==> config.mk <==
export PLATFORM = sky130hd
export DESIGN_NAME = rtdtp_back_flat
export DESIGN_NICKNAME = d
export VERILOG_FILES = /design/src/hdl/rtdtp_pkg.sv /design/src/hdl/rtdtp_stream_if.sv /design/src/hdl/rtdtp_divider.sv /design/src/hdl/rtdtp_back.sv /design/src/flat_wrapper.sv
export SDC_FILE = /design/constraint.sdc
export NUM_CORES = 2
export LEC_CHECK = 0
export BUFFER_PORTS_ARGS = -buffer_cell sky130_fd_sc_hd__buf_2
export CELL_PAD_IN_SITES_DETAIL_PLACEMENT = 0
export CELL_PAD_IN_SITES_GLOBAL_PLACEMENT = 2
export CORE_UTILIZATION = 50
export DETAILED_ROUTE_END_ITERATION = 10
export GPL_ROUTABILITY_DRIVEN = 0
export PLACE_DENSITY = 0.91
export REMOVE_ABC_BUFFERS = 1
export SLEW_MARGIN = 30
export SYNTH_ARGS = -nofsm -noshare
export SYNTH_HDL_FRONTEND = slang
export SYNTH_SLANG_ARGS = --single-unit
==> constraint.sdc <==
create_clock -name i_clk -period 12.6 [get_ports i_clk]
set_input_delay 0.63 -clock i_clk [delete_from_list [all_inputs] [get_ports i_clk]]
set_output_delay 0.63 -clock i_clk [all_outputs]
set_load 0.02 [all_outputs]
==> src/hdl/rtdtp_pkg.sv <==
package rtdtp_pkg;

    localparam int unsigned SAMPLE_W = 12;
    localparam int unsigned RES_W    = 24;
    localparam int unsigned TEMP_W   = 16;
    localparam int unsigned FILL_W   = 5;
    localparam int unsigned SERIES_W = 16;
    localparam int unsigned COUNT_W  = 7;
    localparam int unsigned CFG_IDX_W  = 2;
    localparam int unsigned CFG_DATA_W = 16;

    localparam logic [CFG_IDX_W-1:0] CFG_SERIES     = 2'd0;
    localparam logic [CFG_IDX_W-1:0] CFG_FULL_SCALE = 2'd1;
    localparam logic [CFG_IDX_W-1:0] CFG_TABLE_CNT  = 2'd2;

    localparam logic [RES_W-1:0] RES_SAT = {RES_W{1'b1}};

    typedef struct packed {
        logic                   mode;
        logic [5:0]             table_index;
        logic [RES_W-1:0]       table_resistance;
        logic signed [TEMP_W-1:0] table_temperature;
        logic [SAMPLE_W-1:0]    adc_sample;
    } t_in_item;

    typedef struct packed {
        logic [RES_W-1:0]         resistance;
        logic signed [TEMP_W-1:0] temperature;
        logic signed [TEMP_W-1:0] smoothed_temperature;
        logic [FILL_W-1:0]        window_fill;
    } t_out_item;

    // queued work between front and back
    typedef struct packed {
        logic                   is_write;
        logic [5:0]             index;
        logic [RES_W-1:0]       res;
        logic signed [TEMP_W-1:0] temp;
        logic [SAMPLE_W-1:0]    avg;
    } t_job;

endpackage

==> src/hdl/rtdtp_stream_if.sv <==
interface rtdtp_stream_if #(parameter type T = logic);
    logic valid;
    logic ready;
    T     data;
    modport source (output valid, output data, input ready);
    modport sink (input valid, input data, output ready);
endinterface

==> src/hdl/rtdtp_divider.sv <==
module rtdtp_divider
    import rtdtp_pkg::*;
#(
    parameter int unsigned NUM_W = 40,
    parameter int unsigned DEN_W = 40
) (
    input  logic             i_clk,
    input  logic             i_rst_n,
    input  logic             i_start,
    input  logic [NUM_W-1:0] i_num,
    input  logic [DEN_W-1:0] i_den,
    output logic             o_done,
    output logic [NUM_W-1:0] o_quot
);
    localparam int unsigned CNT_W = $clog2(NUM_W + 1);

    logic [NUM_W-1:0] r_q;
    logic [DEN_W:0]   r_rem;
    logic [DEN_W-1:0] r_den;
    logic [CNT_W-1:0] r_cnt;
    logic             r_busy;
    logic             r_done;
    logic [DEN_W:0]   n_trial;

    // one quotient bit per cycle, restoring
    assign n_trial = {r_rem[DEN_W-1:0], r_q[NUM_W-1]};

    always_ff @(posedge i_clk) begin
        if (!i_rst_n) begin
            r_busy <= 1'b0;
            r_done <= 1'b0;
            r_cnt  <= '0;
        end else begin
            r_done <= 1'b0;
            if (i_start) begin
                r_busy <= 1'b1;
                r_q    <= i_num;
                r_den  <= i_den;
                r_rem  <= '0;
                r_cnt  <= CNT_W'(NUM_W);
            end else if (r_busy) begin
                if (n_trial >= {1'b0, r_den}) begin
                    r_rem <= n_trial - {1'b0, r_den};
                    r_q   <= {r_q[NUM_W-2:0], 1'b1};
                end else begin
                    r_rem <= n_trial;
                    r_q   <= {r_q[NUM_W-2:0], 1'b0};
                end
                r_cnt <= r_cnt - 1'b1;
                if (r_cnt == CNT_W'(1)) begin
                    r_busy <= 1'b0;
                    r_done <= 1'b1;
                end
            end
        end
    end

    assign o_done = r_done;
    assign o_quot = r_q;
endmodule

==> src/hdl/rtdtp_back.sv <==
module rtdtp_back
    import rtdtp_pkg::*;
#(
    parameter int unsigned TABLE_DEPTH = 64,
    parameter int unsigned WINDOW = 16
) (
    input  logic                  i_clk,
    input  logic                  i_rst_n,
    input  logic [SERIES_W-1:0]   i_series,
    input  logic [SAMPLE_W-1:0]   i_full_scale,
    input  logic [COUNT_W-1:0]    i_table_count,
    input  logic                  i_job_valid,
    input  t_job                  i_job,
    output logic                  o_job_pop,
    rtdtp_stream_if.source        m_out
);
    localparam int unsigned TI_W = $clog2(TABLE_DEPTH);
    localparam int unsigned TN_W = $clog2(TABLE_DEPTH + 1);
    localparam int unsigned WI_W = (WINDOW > 1) ? $clog2(WINDOW) : 1;
    localparam int unsigned WC_W = $clog2(WINDOW + 1);
    localparam int unsigned WS_W = TEMP_W + $clog2(WINDOW + 1);
    localparam int unsigned DIV_W = 40;
    localparam int unsigned CN_W = (COUNT_W > TN_W) ? COUNT_W : TN_W;

    typedef enum logic [3:0] {
        S_IDLE, S_RDIV, S_RWAIT, S_SRCH_RD, S_SRCH, S_PAIR, S_IMUL, S_IDIV,
        S_IWAIT, S_WIN, S_MDIV, S_MWAIT, S_OUT
    } t_state;

    t_state                   r_state;
    logic [RES_W-1:0]         r_tres [TABLE_DEPTH];
    logic signed [TEMP_W-1:0] r_ttemp [TABLE_DEPTH];
    logic signed [TEMP_W-1:0] r_win [WINDOW];
    logic [RES_W-1:0]         r_rd_res;
    logic signed [TEMP_W-1:0] r_rd_temp;
    logic [TI_W-1:0]          r_addr;
    logic [TN_W-1:0]          r_u;
    logic [TN_W-1:0]          r_n;
    logic [RES_W-1:0]         r_r;
    logic [RES_W-1:0]         r_rl;
    logic signed [TEMP_W-1:0] r_tl;
    logic signed [TEMP_W-1:0] r_t;
    logic signed [TEMP_W+RES_W+1:0] r_prod;
    logic                     r_neg;
    logic signed [WS_W-1:0]   r_wsum;
    logic [WC_W-1:0]          r_wcnt;
    logic [WI_W-1:0]          r_whead;
    logic signed [TEMP_W-1:0] r_avg;
    logic                     r_ovalid;
    t_out_item                r_odata;
    logic                     w_dstart;
    logic [DIV_W-1:0]         r_dnum, r_dden;
    logic                     w_ddone;
    logic [DIV_W-1:0]         w_dquot;
    logic [CN_W-1:0]          w_ncl;
    logic [TN_W-1:0]          w_n;
    logic signed [WS_W-1:0]   w_wsum;
    logic [WS_W-1:0]          w_wabs;

    rtdtp_divider #(.NUM_W(DIV_W), .DEN_W(DIV_W)) u_div (
        .i_clk   (i_clk),
        .i_rst_n (i_rst_n),
        .i_start (w_dstart),
        .i_num   (r_dnum),
        .i_den   (r_dden),
        .o_done  (w_ddone),
        .o_quot  (w_dquot)
    );

    assign w_dstart = (r_state == S_RDIV) || (r_state == S_IDIV) || (r_state == S_MDIV);

    always_comb begin
        w_ncl = CN_W'(i_table_count);
        if (w_ncl == '0) w_ncl = CN_W'(1);
        if (w_ncl > CN_W'(TABLE_DEPTH)) w_ncl = CN_W'(TABLE_DEPTH);
        w_n = TN_W'(w_ncl);
        w_wsum = r_wsum + WS_W'(r_t);
        if (r_wcnt == WC_W'(WINDOW)) w_wsum = w_wsum - WS_W'(r_win[r_whead]);
        w_wabs = w_wsum[WS_W-1] ? WS_W'(-w_wsum) : WS_W'(w_wsum);
    end

    always_ff @(posedge i_clk) begin
        r_rd_res  <= r_tres[r_addr];
        r_rd_temp <= r_ttemp[r_addr];
    end

    assign o_job_pop = (r_state == S_IDLE) && i_job_valid;
    assign m_out.valid = r_ovalid;
    assign m_out.data = r_odata;

    always_ff @(posedge i_clk) begin
        if (!i_rst_n) begin
            r_state  <= S_IDLE;
            r_ovalid <= 1'b0;
            r_wsum   <= '0;
            r_wcnt   <= '0;
            r_whead  <= '0;
        end else begin
            if (m_out.valid && m_out.ready && (r_state != S_OUT)) r_ovalid <= 1'b0;
            unique case (r_state)
                S_IDLE: begin
                    if (i_job_valid) begin
                        if (i_job.is_write) begin
                            if (32'(i_job.index) < TABLE_DEPTH) begin
                                r_tres[TI_W'(i_job.index)]  <= i_job.res;
                                r_ttemp[TI_W'(i_job.index)] <= i_job.temp;
                            end
                        end else if (i_job.avg >= i_full_scale) begin
                            r_r <= RES_SAT;
                            r_addr <= '0;
                            r_u <= '0;
                            r_n <= w_n;
                            r_state <= S_SRCH_RD;
                        end else begin
                            r_dnum <= DIV_W'({i_series, 4'b0}) * DIV_W'(i_job.avg);
                            r_dden <= DIV_W'(i_full_scale - i_job.avg);
                            r_n <= w_n;
                            r_state <= S_RDIV;
                        end
                    end
                end
                S_RDIV: begin
                    r_state <= S_RWAIT;
                end
                S_RWAIT: begin
                    if (w_ddone) begin
                        r_r <= (w_dquot > DIV_W'(RES_SAT)) ? RES_SAT : RES_W'(w_dquot);
                        r_addr <= '0;
                        r_u <= '0;
                        r_state <= S_SRCH_RD;
                    end
                end
                S_SRCH_RD: r_state <= S_SRCH;
                S_SRCH: begin
                    // each entry is read in S_SRCH_RD, then compared here; memory read registered
                    if (r_r < r_rd_res) begin
                        if (r_u == '0) begin
                            r_t <= r_rd_temp;
                            r_state <= S_WIN;
                        end else begin
                            r_addr <= TI_W'(r_u - 1'b1);
                            r_state <= S_PAIR;
                        end
                    end else if (r_u + 1'b1 == r_n) begin
                        r_t <= r_rd_temp;
                        r_state <= S_WIN;
                    end else begin
                        r_u <= r_u + 1'b1;
                        r_addr <= TI_W'(r_u + 1'b1);
                        r_rl <= r_rd_res;
                        r_tl <= r_rd_temp;
                        r_state <= S_SRCH_RD;
                    end
                end
                S_PAIR: begin
                    // r_rl/r_tl hold lower point, r_rd_* still upper point
                    r_prod <= (TEMP_W+RES_W+2)'(
                        ($signed({r_rd_temp[TEMP_W-1], r_rd_temp}) -
                         $signed({r_tl[TEMP_W-1], r_tl})) *
                        $signed({1'b0, r_r - r_rl}));
                    r_dden <= DIV_W'(r_rd_res - r_rl);
                    r_state <= S_IMUL;
                end
                S_IMUL: begin
                    r_neg <= r_prod[TEMP_W+RES_W+1];
                    r_dnum <= r_prod[TEMP_W+RES_W+1] ? DIV_W'(-r_prod) : DIV_W'(r_prod);
                    r_state <= S_IDIV;
                end
                S_IDIV: begin
                    r_state <= S_IWAIT;
                end
                S_IWAIT: begin
                    if (w_ddone) begin
                        r_t <= r_tl + (r_neg ? -TEMP_W'(w_dquot) : TEMP_W'(w_dquot));
                        r_state <= S_WIN;
                    end
                end
                S_WIN: begin
                    r_win[r_whead] <= r_t;
                    r_wsum <= w_wsum;
                    if (r_wcnt != WC_W'(WINDOW)) r_wcnt <= r_wcnt + 1'b1;
                    r_whead <= (r_whead == WI_W'(WINDOW - 1)) ? '0 : r_whead + 1'b1;
                    r_neg <= w_wsum[WS_W-1];
                    r_dnum <= DIV_W'(w_wabs);
                    r_dden <= (r_wcnt != WC_W'(WINDOW)) ? DIV_W'(r_wcnt + 1'b1)
                                                        : DIV_W'(r_wcnt);
                    r_state <= S_MDIV;
                end
                S_MDIV: begin
                    r_state <= S_MWAIT;
                end
                S_MWAIT: begin
                    if (w_ddone) begin
                        r_avg <= r_neg ? -TEMP_W'(w_dquot) : TEMP_W'(w_dquot);
                        r_state <= S_OUT;
                    end
                end
                S_OUT: begin
                    if (!r_ovalid || m_out.ready) begin
                        r_ovalid <= 1'b1;
                        r_odata.resistance <= r_r;
                        r_odata.temperature <= r_t;
                        r_odata.smoothed_temperature <= r_avg;
                        r_odata.window_fill <= FILL_W'(r_wcnt);
                        r_state <= S_IDLE;
                    end
                end
                default: r_state <= S_IDLE;
            endcase
        end
    end
endmodule

==> src/flat_wrapper.sv <==
// flat-port wrapper written by rule: the top's interface ports become plain ports
module rtdtp_back_flat import rtdtp_pkg::*;
#(
    parameter int unsigned TABLE_DEPTH = 64,
    parameter int unsigned WINDOW = 16
)
  (i_clk, i_rst_n, i_series, i_full_scale, i_table_count, i_job_valid, i_job, o_job_pop, m_out_valid, m_out_data, m_out_ready);
  rtdtp_stream_if m_out_i ();
  input  logic i_clk;
  input  logic i_rst_n;
  input  logic [SERIES_W-1:0] i_series;
  input  logic [SAMPLE_W-1:0] i_full_scale;
  input  logic [COUNT_W-1:0] i_table_count;
  input  logic i_job_valid;
  input  t_job i_job;
  output logic o_job_pop;
  output wire logic [$bits(m_out_i.valid)-1:0] m_out_valid;
  output wire logic [$bits(m_out_i.data)-1:0] m_out_data;
  input wire logic [$bits(m_out_i.ready)-1:0] m_out_ready;
  assign m_out_valid = m_out_i.valid;
  assign m_out_data = m_out_i.data;
  assign m_out_i.ready = m_out_ready;
  rtdtp_back #(.TABLE_DEPTH(TABLE_DEPTH), .WINDOW(WINDOW)) u_core (.i_clk(i_clk), .i_rst_n(i_rst_n), .i_series(i_series), .i_full_scale(i_full_scale), .i_table_count(i_table_count), .i_job_valid(i_job_valid), .i_job(i_job), .o_job_pop(o_job_pop), .m_out(m_out_i));
endmodule
---- After elaboration in Yosys (flattened, before gate mapping) ----
Memory sizes are Yosys's and may differ from the RTL's. A register that Yosys moved wholly into a read port is not among the register bits.
Cells that the tools add are included.
operators by class
  $add $sub $neg .......................... 17
  multiply operators ...................... 2
  order comparisons ....................... 5
  eq/ne operators ......................... 32
  muxes and demuxes ....................... 77
  bitwise operators ....................... 5
  reduce and logical (&&, ||, !) cells .... 34
operators with widths
  operator                                                                count
  40-bit 2-to-1 mux                                                       11
  40-bit case mux with 3 select lines                                     2
  24-bit 2-to-1 mux                                                       5
  16-bit 2-to-1 mux                                                       5
  6-bit 2-to-1 mux                                                        10
  4-bit case mux with 13 select lines                                     1
  7-bit 2-to-1 mux                                                        7
  4-bit 2-to-1 mux                                                        12
  24-bit case mux with 2 select lines                                     1
  42-bit by 25-bit multiplier with 42-bit output                          1
  21-bit 2-to-1 mux                                                       2
  41-bit by 40-bit >= comparator with 1-bit output                        1
  40-bit by 24-bit > comparator with 1-bit output, second input constant  1
  40-bit negation                                                         1
  40-bit subtractor                                                       1
  16-bit case mux with 2 select lines                                     1
  16-bit by 12-bit multiplier with 28-bit output                          1
  24-bit by 24-bit subtractor with 25-bit output                          1
  4-bit equality test, second input constant                              6
  24-bit < comparator                                                     1
  24-bit subtractor                                                       1
  21-bit by 16-bit adder with 21-bit output                               1
  21-bit negation                                                         1
  7-bit case mux with 3 select lines                                      1
  45 further kinds                                                        97
word-level totals
  bits in registers ....................... 387
  bits in writable memories ............... 2816
  input port bits ......................... 98
  word-level logic and storage cells ...... 199
  memories ................................ 3
memories
  memory          depth  width  read ports  clocked after Yosys merged registers in  wr ports  line              RTL
  u_core.r_tres   64     24     1           1                                        1         rtdtp_back.sv:31  logic [RES_W-1:0] r_tres [TABLE_DEPTH];
  u_core.r_ttemp  64     16     1           1                                        1         rtdtp_back.sv:32  logic signed [TEMP_W-1:0] r_ttemp [TABLE_DEPTH];
  u_core.r_win    16     16     1           1                                        1         rtdtp_back.sv:33  logic signed [TEMP_W-1:0] r_win [WINDOW];

---- Depth between registers and ports, before layout ----
  depth after elaboration ................. 6
  depth in mapped cells ................... 39
  depth with buffers taken out ............ 38

---- Cells and area by module ----
Synthesis repeated with hierarchy kept, for this count alone.
unflattened totals
  cell total of the unflattened synthesis .. 8946
  area, all modules ....................... 151675.5 um2
modules (own cells, without submodules)
  module         instances  cells each  area each (um2)  seq. area each (um2)
  rtdtp_back     1          8262        144222.1         92388.6
  rtdtp_divider  1          684         7453.4           3763.6

---- Worst setup path before layout ----
Ideal clock, no wire load.
  path type ............................... register to register
  from .................................... reg u_core.r_rl[1]
  to ...................................... reg u_core.r_prod[37] (data pin)
  setup time .............................. 0.266 ns
  data arrival time ....................... 8.350 ns
  data required time ...................... 12.334 ns
  setup slack ............................. 3.984 ns
  stages on the path, launching flop included .. 36
  clock period less this slack ............ 8.616 ns
  cell sequence ........................... edfxtp_1 > inv_1 > ha_1 > nor2b_1 > o21a_1 > o21ai_0 > a31oi_1 > a211oi_1 > a211oi_1 > or2_1 > a21o_1 > a21oi_1 > xnor2_1 > clkbuf_1 > nand2_1 > fa_1 > inv_1 > fa_1 > fa_1 > fa_1 > fa_1 > inv_1 > fa_1 > inv_1 > ha_1 > a21oi_1 > nand2_1 > a21oi_1 > o21ai_0 > nand2_1 > o21ai_0 > a211oi_1 > a21oi_1 > nor4_1 > nor3_1 > xor2_1
between the ends
  word-level cells in the longest chain between the ends .. 2
ends and longest elaborated chain
  item                                            line               RTL
  start: declaration                              rtdtp_back.sv:40   logic [RES_W-1:0] r_rl;
  start signal: assignment                        rtdtp_back.sv:150  r_rl <= r_rd_res;
  24-bit subtractor                               rtdtp_back.sv:160  $signed({1'b0, r_r - r_rl}));
  42-bit by 25-bit multiplier with 42-bit output  rtdtp_back.sv:159  $signed({r_tl[TEMP_W-1], r_tl})) *
  end signal: assignment                          rtdtp_back.sv:157  r_prod <= (TEMP_W+RES_W+2)'(
  end: declaration                                rtdtp_back.sv:43   logic signed [TEMP_W+RES_W+1:0] r_prod;
Every way passes these cells.
A chain may end at the register's enable or synchronous reset.

---- Worst setup path in the final report ----
Same ends and word-level chain as after synthesis.

==> results.cfg <==
[global_route]
grt_antenna_before_repair = 36
grt_pass1_wl_um = 594000
grt_pass1_vias = 87181
gr-total-overflow = 0
grt_max_degree = 128
grt_usage_pct = 27.0

[worst_setup_path]
cp.arrival_ns = 10.53
critPathKind = flop to flop
slowest_delay_ns = 0.83
crit_path_end_kind = flop
required_ns = 13.19
slowest_stage = xor2_1
cp_common_cell = fa_1
path_max_fanout = 9
startpoint = u_core.r_rl[1]
r2r-start = u_core.r_rl[1]
worstSetupStartpointType = flop

[layout]
area_growth_pct = 11.3
final_core_util_pct = 56.0
layout_common_cells = edfxtp_1 (3129), mux4_2 (912), inv_1 (733), nand2_1 (725), fa_1 (477)
nets = 10173
drive_above_1_share_pct = 19.2
fill_cells = 22128
final_common_cell = edfxtp_1

[clock_network]
cts_setup_buffers = 0
clk_pin_slew_worst_paths_ns = 0.05
clockBufferDepth = 4
h-tree-depth = 5
cts_root_buf = clkbuf_16
cts.sinks = 3216
clkLatencyLatePin_ns = 0.94
cts_tree = done
cts_buffers = 326

[synthesis]
syn_avg_cell_area_sq_um = 16.9
synth_cells = 8960
yosys_most_used_dff = edfxtp_1
yosysWarnings = 0
ys_seq_area_share_pct = 63.4
synth.cell_area_sq_mm = 0.151
ys_types = 81
ys_ff_latch = 3216
synth_edf_count = 3129
async_flop_share_pct = 0

[floorplan]
dieArea_sq_mm = 0.304
fp.coreArea_sq_mm = 0.300
die_w_um = 552
die_h_um = 552
ios = 101
start_util_pct = 50.3
rows = 201

[run]
maxCapViolCount = 0

[status]
status = completed

[drt]
antenna_left = 0
drc = 0
vias = 84524
wl_um = 411000
wl_per_cell_um = 30.6
via_per_inst = 6.30
dr.pass1.iters = 6
drt_iter0_markers = 9620

[timing]
tns_ns = 0
period_needed_ns = 9.94
rsz0062_at_grt = false
period_share_pct = 78.9
fmax_mhz = 101
drv_slew = 0
relSlewSlack_pct = 26.2
finClkSkew_ns = 0.0887
hold_violations = 0
tightest_slew_ns = 1.11
setup_viol = 0

[min_path]
min_from = i_rst_n
hold_class = input port to flop

[place]
dp_hpwl_um = 230000
port_buffers = 100
[final timing paths]
| check | to | cells past startpoint | slack [ns] |
|---|---|---|---|
| max reg2reg | u_core.r_prod[37] | 34 | 2.66 |
| max | u_core.r_prod[37] | 34 | 2.66 |
| min reg2reg | u_core.u_div.r_den[8] | 0 | 0.42 |
| min | u_core.r_state[3] | 3 | 0.07 |
[sequential cells by signal (all words and copies together), names as in the netlist, 24 cells and up, named ones only]
signal	count
u_core.u_div.o_quot	40
u_core.r_tres	1536
u_core.r_ttemp	1024
u_core.r_dden	25
u_core.r_rl	24
u_core.r_prod	41
u_core.r_r	24
u_core.r_dnum	40
u_core.u_div.r_den	25
u_core.u_div.r_rem	40
u_core.r_rd_res	24
u_core.r_win	256
[logic make-up (layout without fill, tap and decap cells)]
family	Yosys count	in the layout	synth area share, %
multiplexers	946	946	13.8
other	0	8	0
adder cells (fa/ha/maj)	889	889	9.74
AO/OA/AOI/OAI	822	822	3.52
flip-flops	3216	3216	63.4
AND/OR/NAND/NOR	1661	1661	4.97
buffers and inverters	1117	1607	2.78
XOR/XNOR	309	309	1.79
[routing by layer]
| metal | track usage (%) | part of all wire, % | vias to the layer above |
|---|---|---|---|
| met1 | 34.7 | 37 | 43688 |
| met4 | 11.6 | 4.5 | 32 |
| li1 | - | - | 34496 |
| met5 | 0 | 0.052 | - |
| met3 | 5.16 | 9.4 | 1059 |
| met2 | 45.2 | 49 | 5249 |
[area by class of cell]
type / instances / area, sq um / share of cell area (%)
flip-flops and latches: 3216 / 95700 / 57.0
multi-input cells: 4627 / 51800 / 30.8
clock buffers: 409 / 8610 / 5.13
well taps: 3958 / 4950 / 2.95
inverters: 734 / 2760 / 1.64
repair buffers: 281 / 2120 / 1.26
clock inverters: 183 / 2070 / 1.23
diodes: 8 / 20.0 / 0.0119
[through the flow]
step	area, sq um	setup WS (ns)	instances	hold WS [ns]
global placement	157000	2.75	12811	0.401
global route	168000	2.02	13411	0.0569
CTS	168000	2.70	13406	0.0236
detailed placement	157000	2.70	12813	0.407
finish	168000	2.66	13416	0.0729
floorplan	150000	-13.78	8577	0.400
[cell usage after synthesis (all sizes together) (87+ instances only)]
cell type,n,share of area [%]
xor2,135,0.78
dfxtp,87,1.2
inv,734,1.8
edfxtp,3129,62
nand2,726,1.8
a21oi,217,0.72
and2,91,0.38
ha,412,3.4
a21o,111,0.55
xnor2,174,1.0
clkbuf,291,0.72
fa,477,6.3
nor2,441,1.1
mux4,912,14
o21ai,176,0.58
buf,92,0.23
[critical path, delay by kind of cell (launching register included)]
family | cells | cell delay, ns
adder cells (fa/ha/maj) | 8 | 3.60
AO/OA/AOI/OAI | 13 | 3.31
XOR/XNOR | 2 | 0.98
flip-flops | 1 | 0.43
AND/OR/NAND/NOR | 5 | 0.77
buffers and inverters | 6 | 0.57
[what timing repair did]
item,4_1_cts,5_1_grt
endpoints found under the hold margin,1,0
hold buffers,1,0
gates resized for setup,0,0
Power is not shown: default switching activity piles up to over one toggle a cycle in this logic, so the estimate is an artifact.
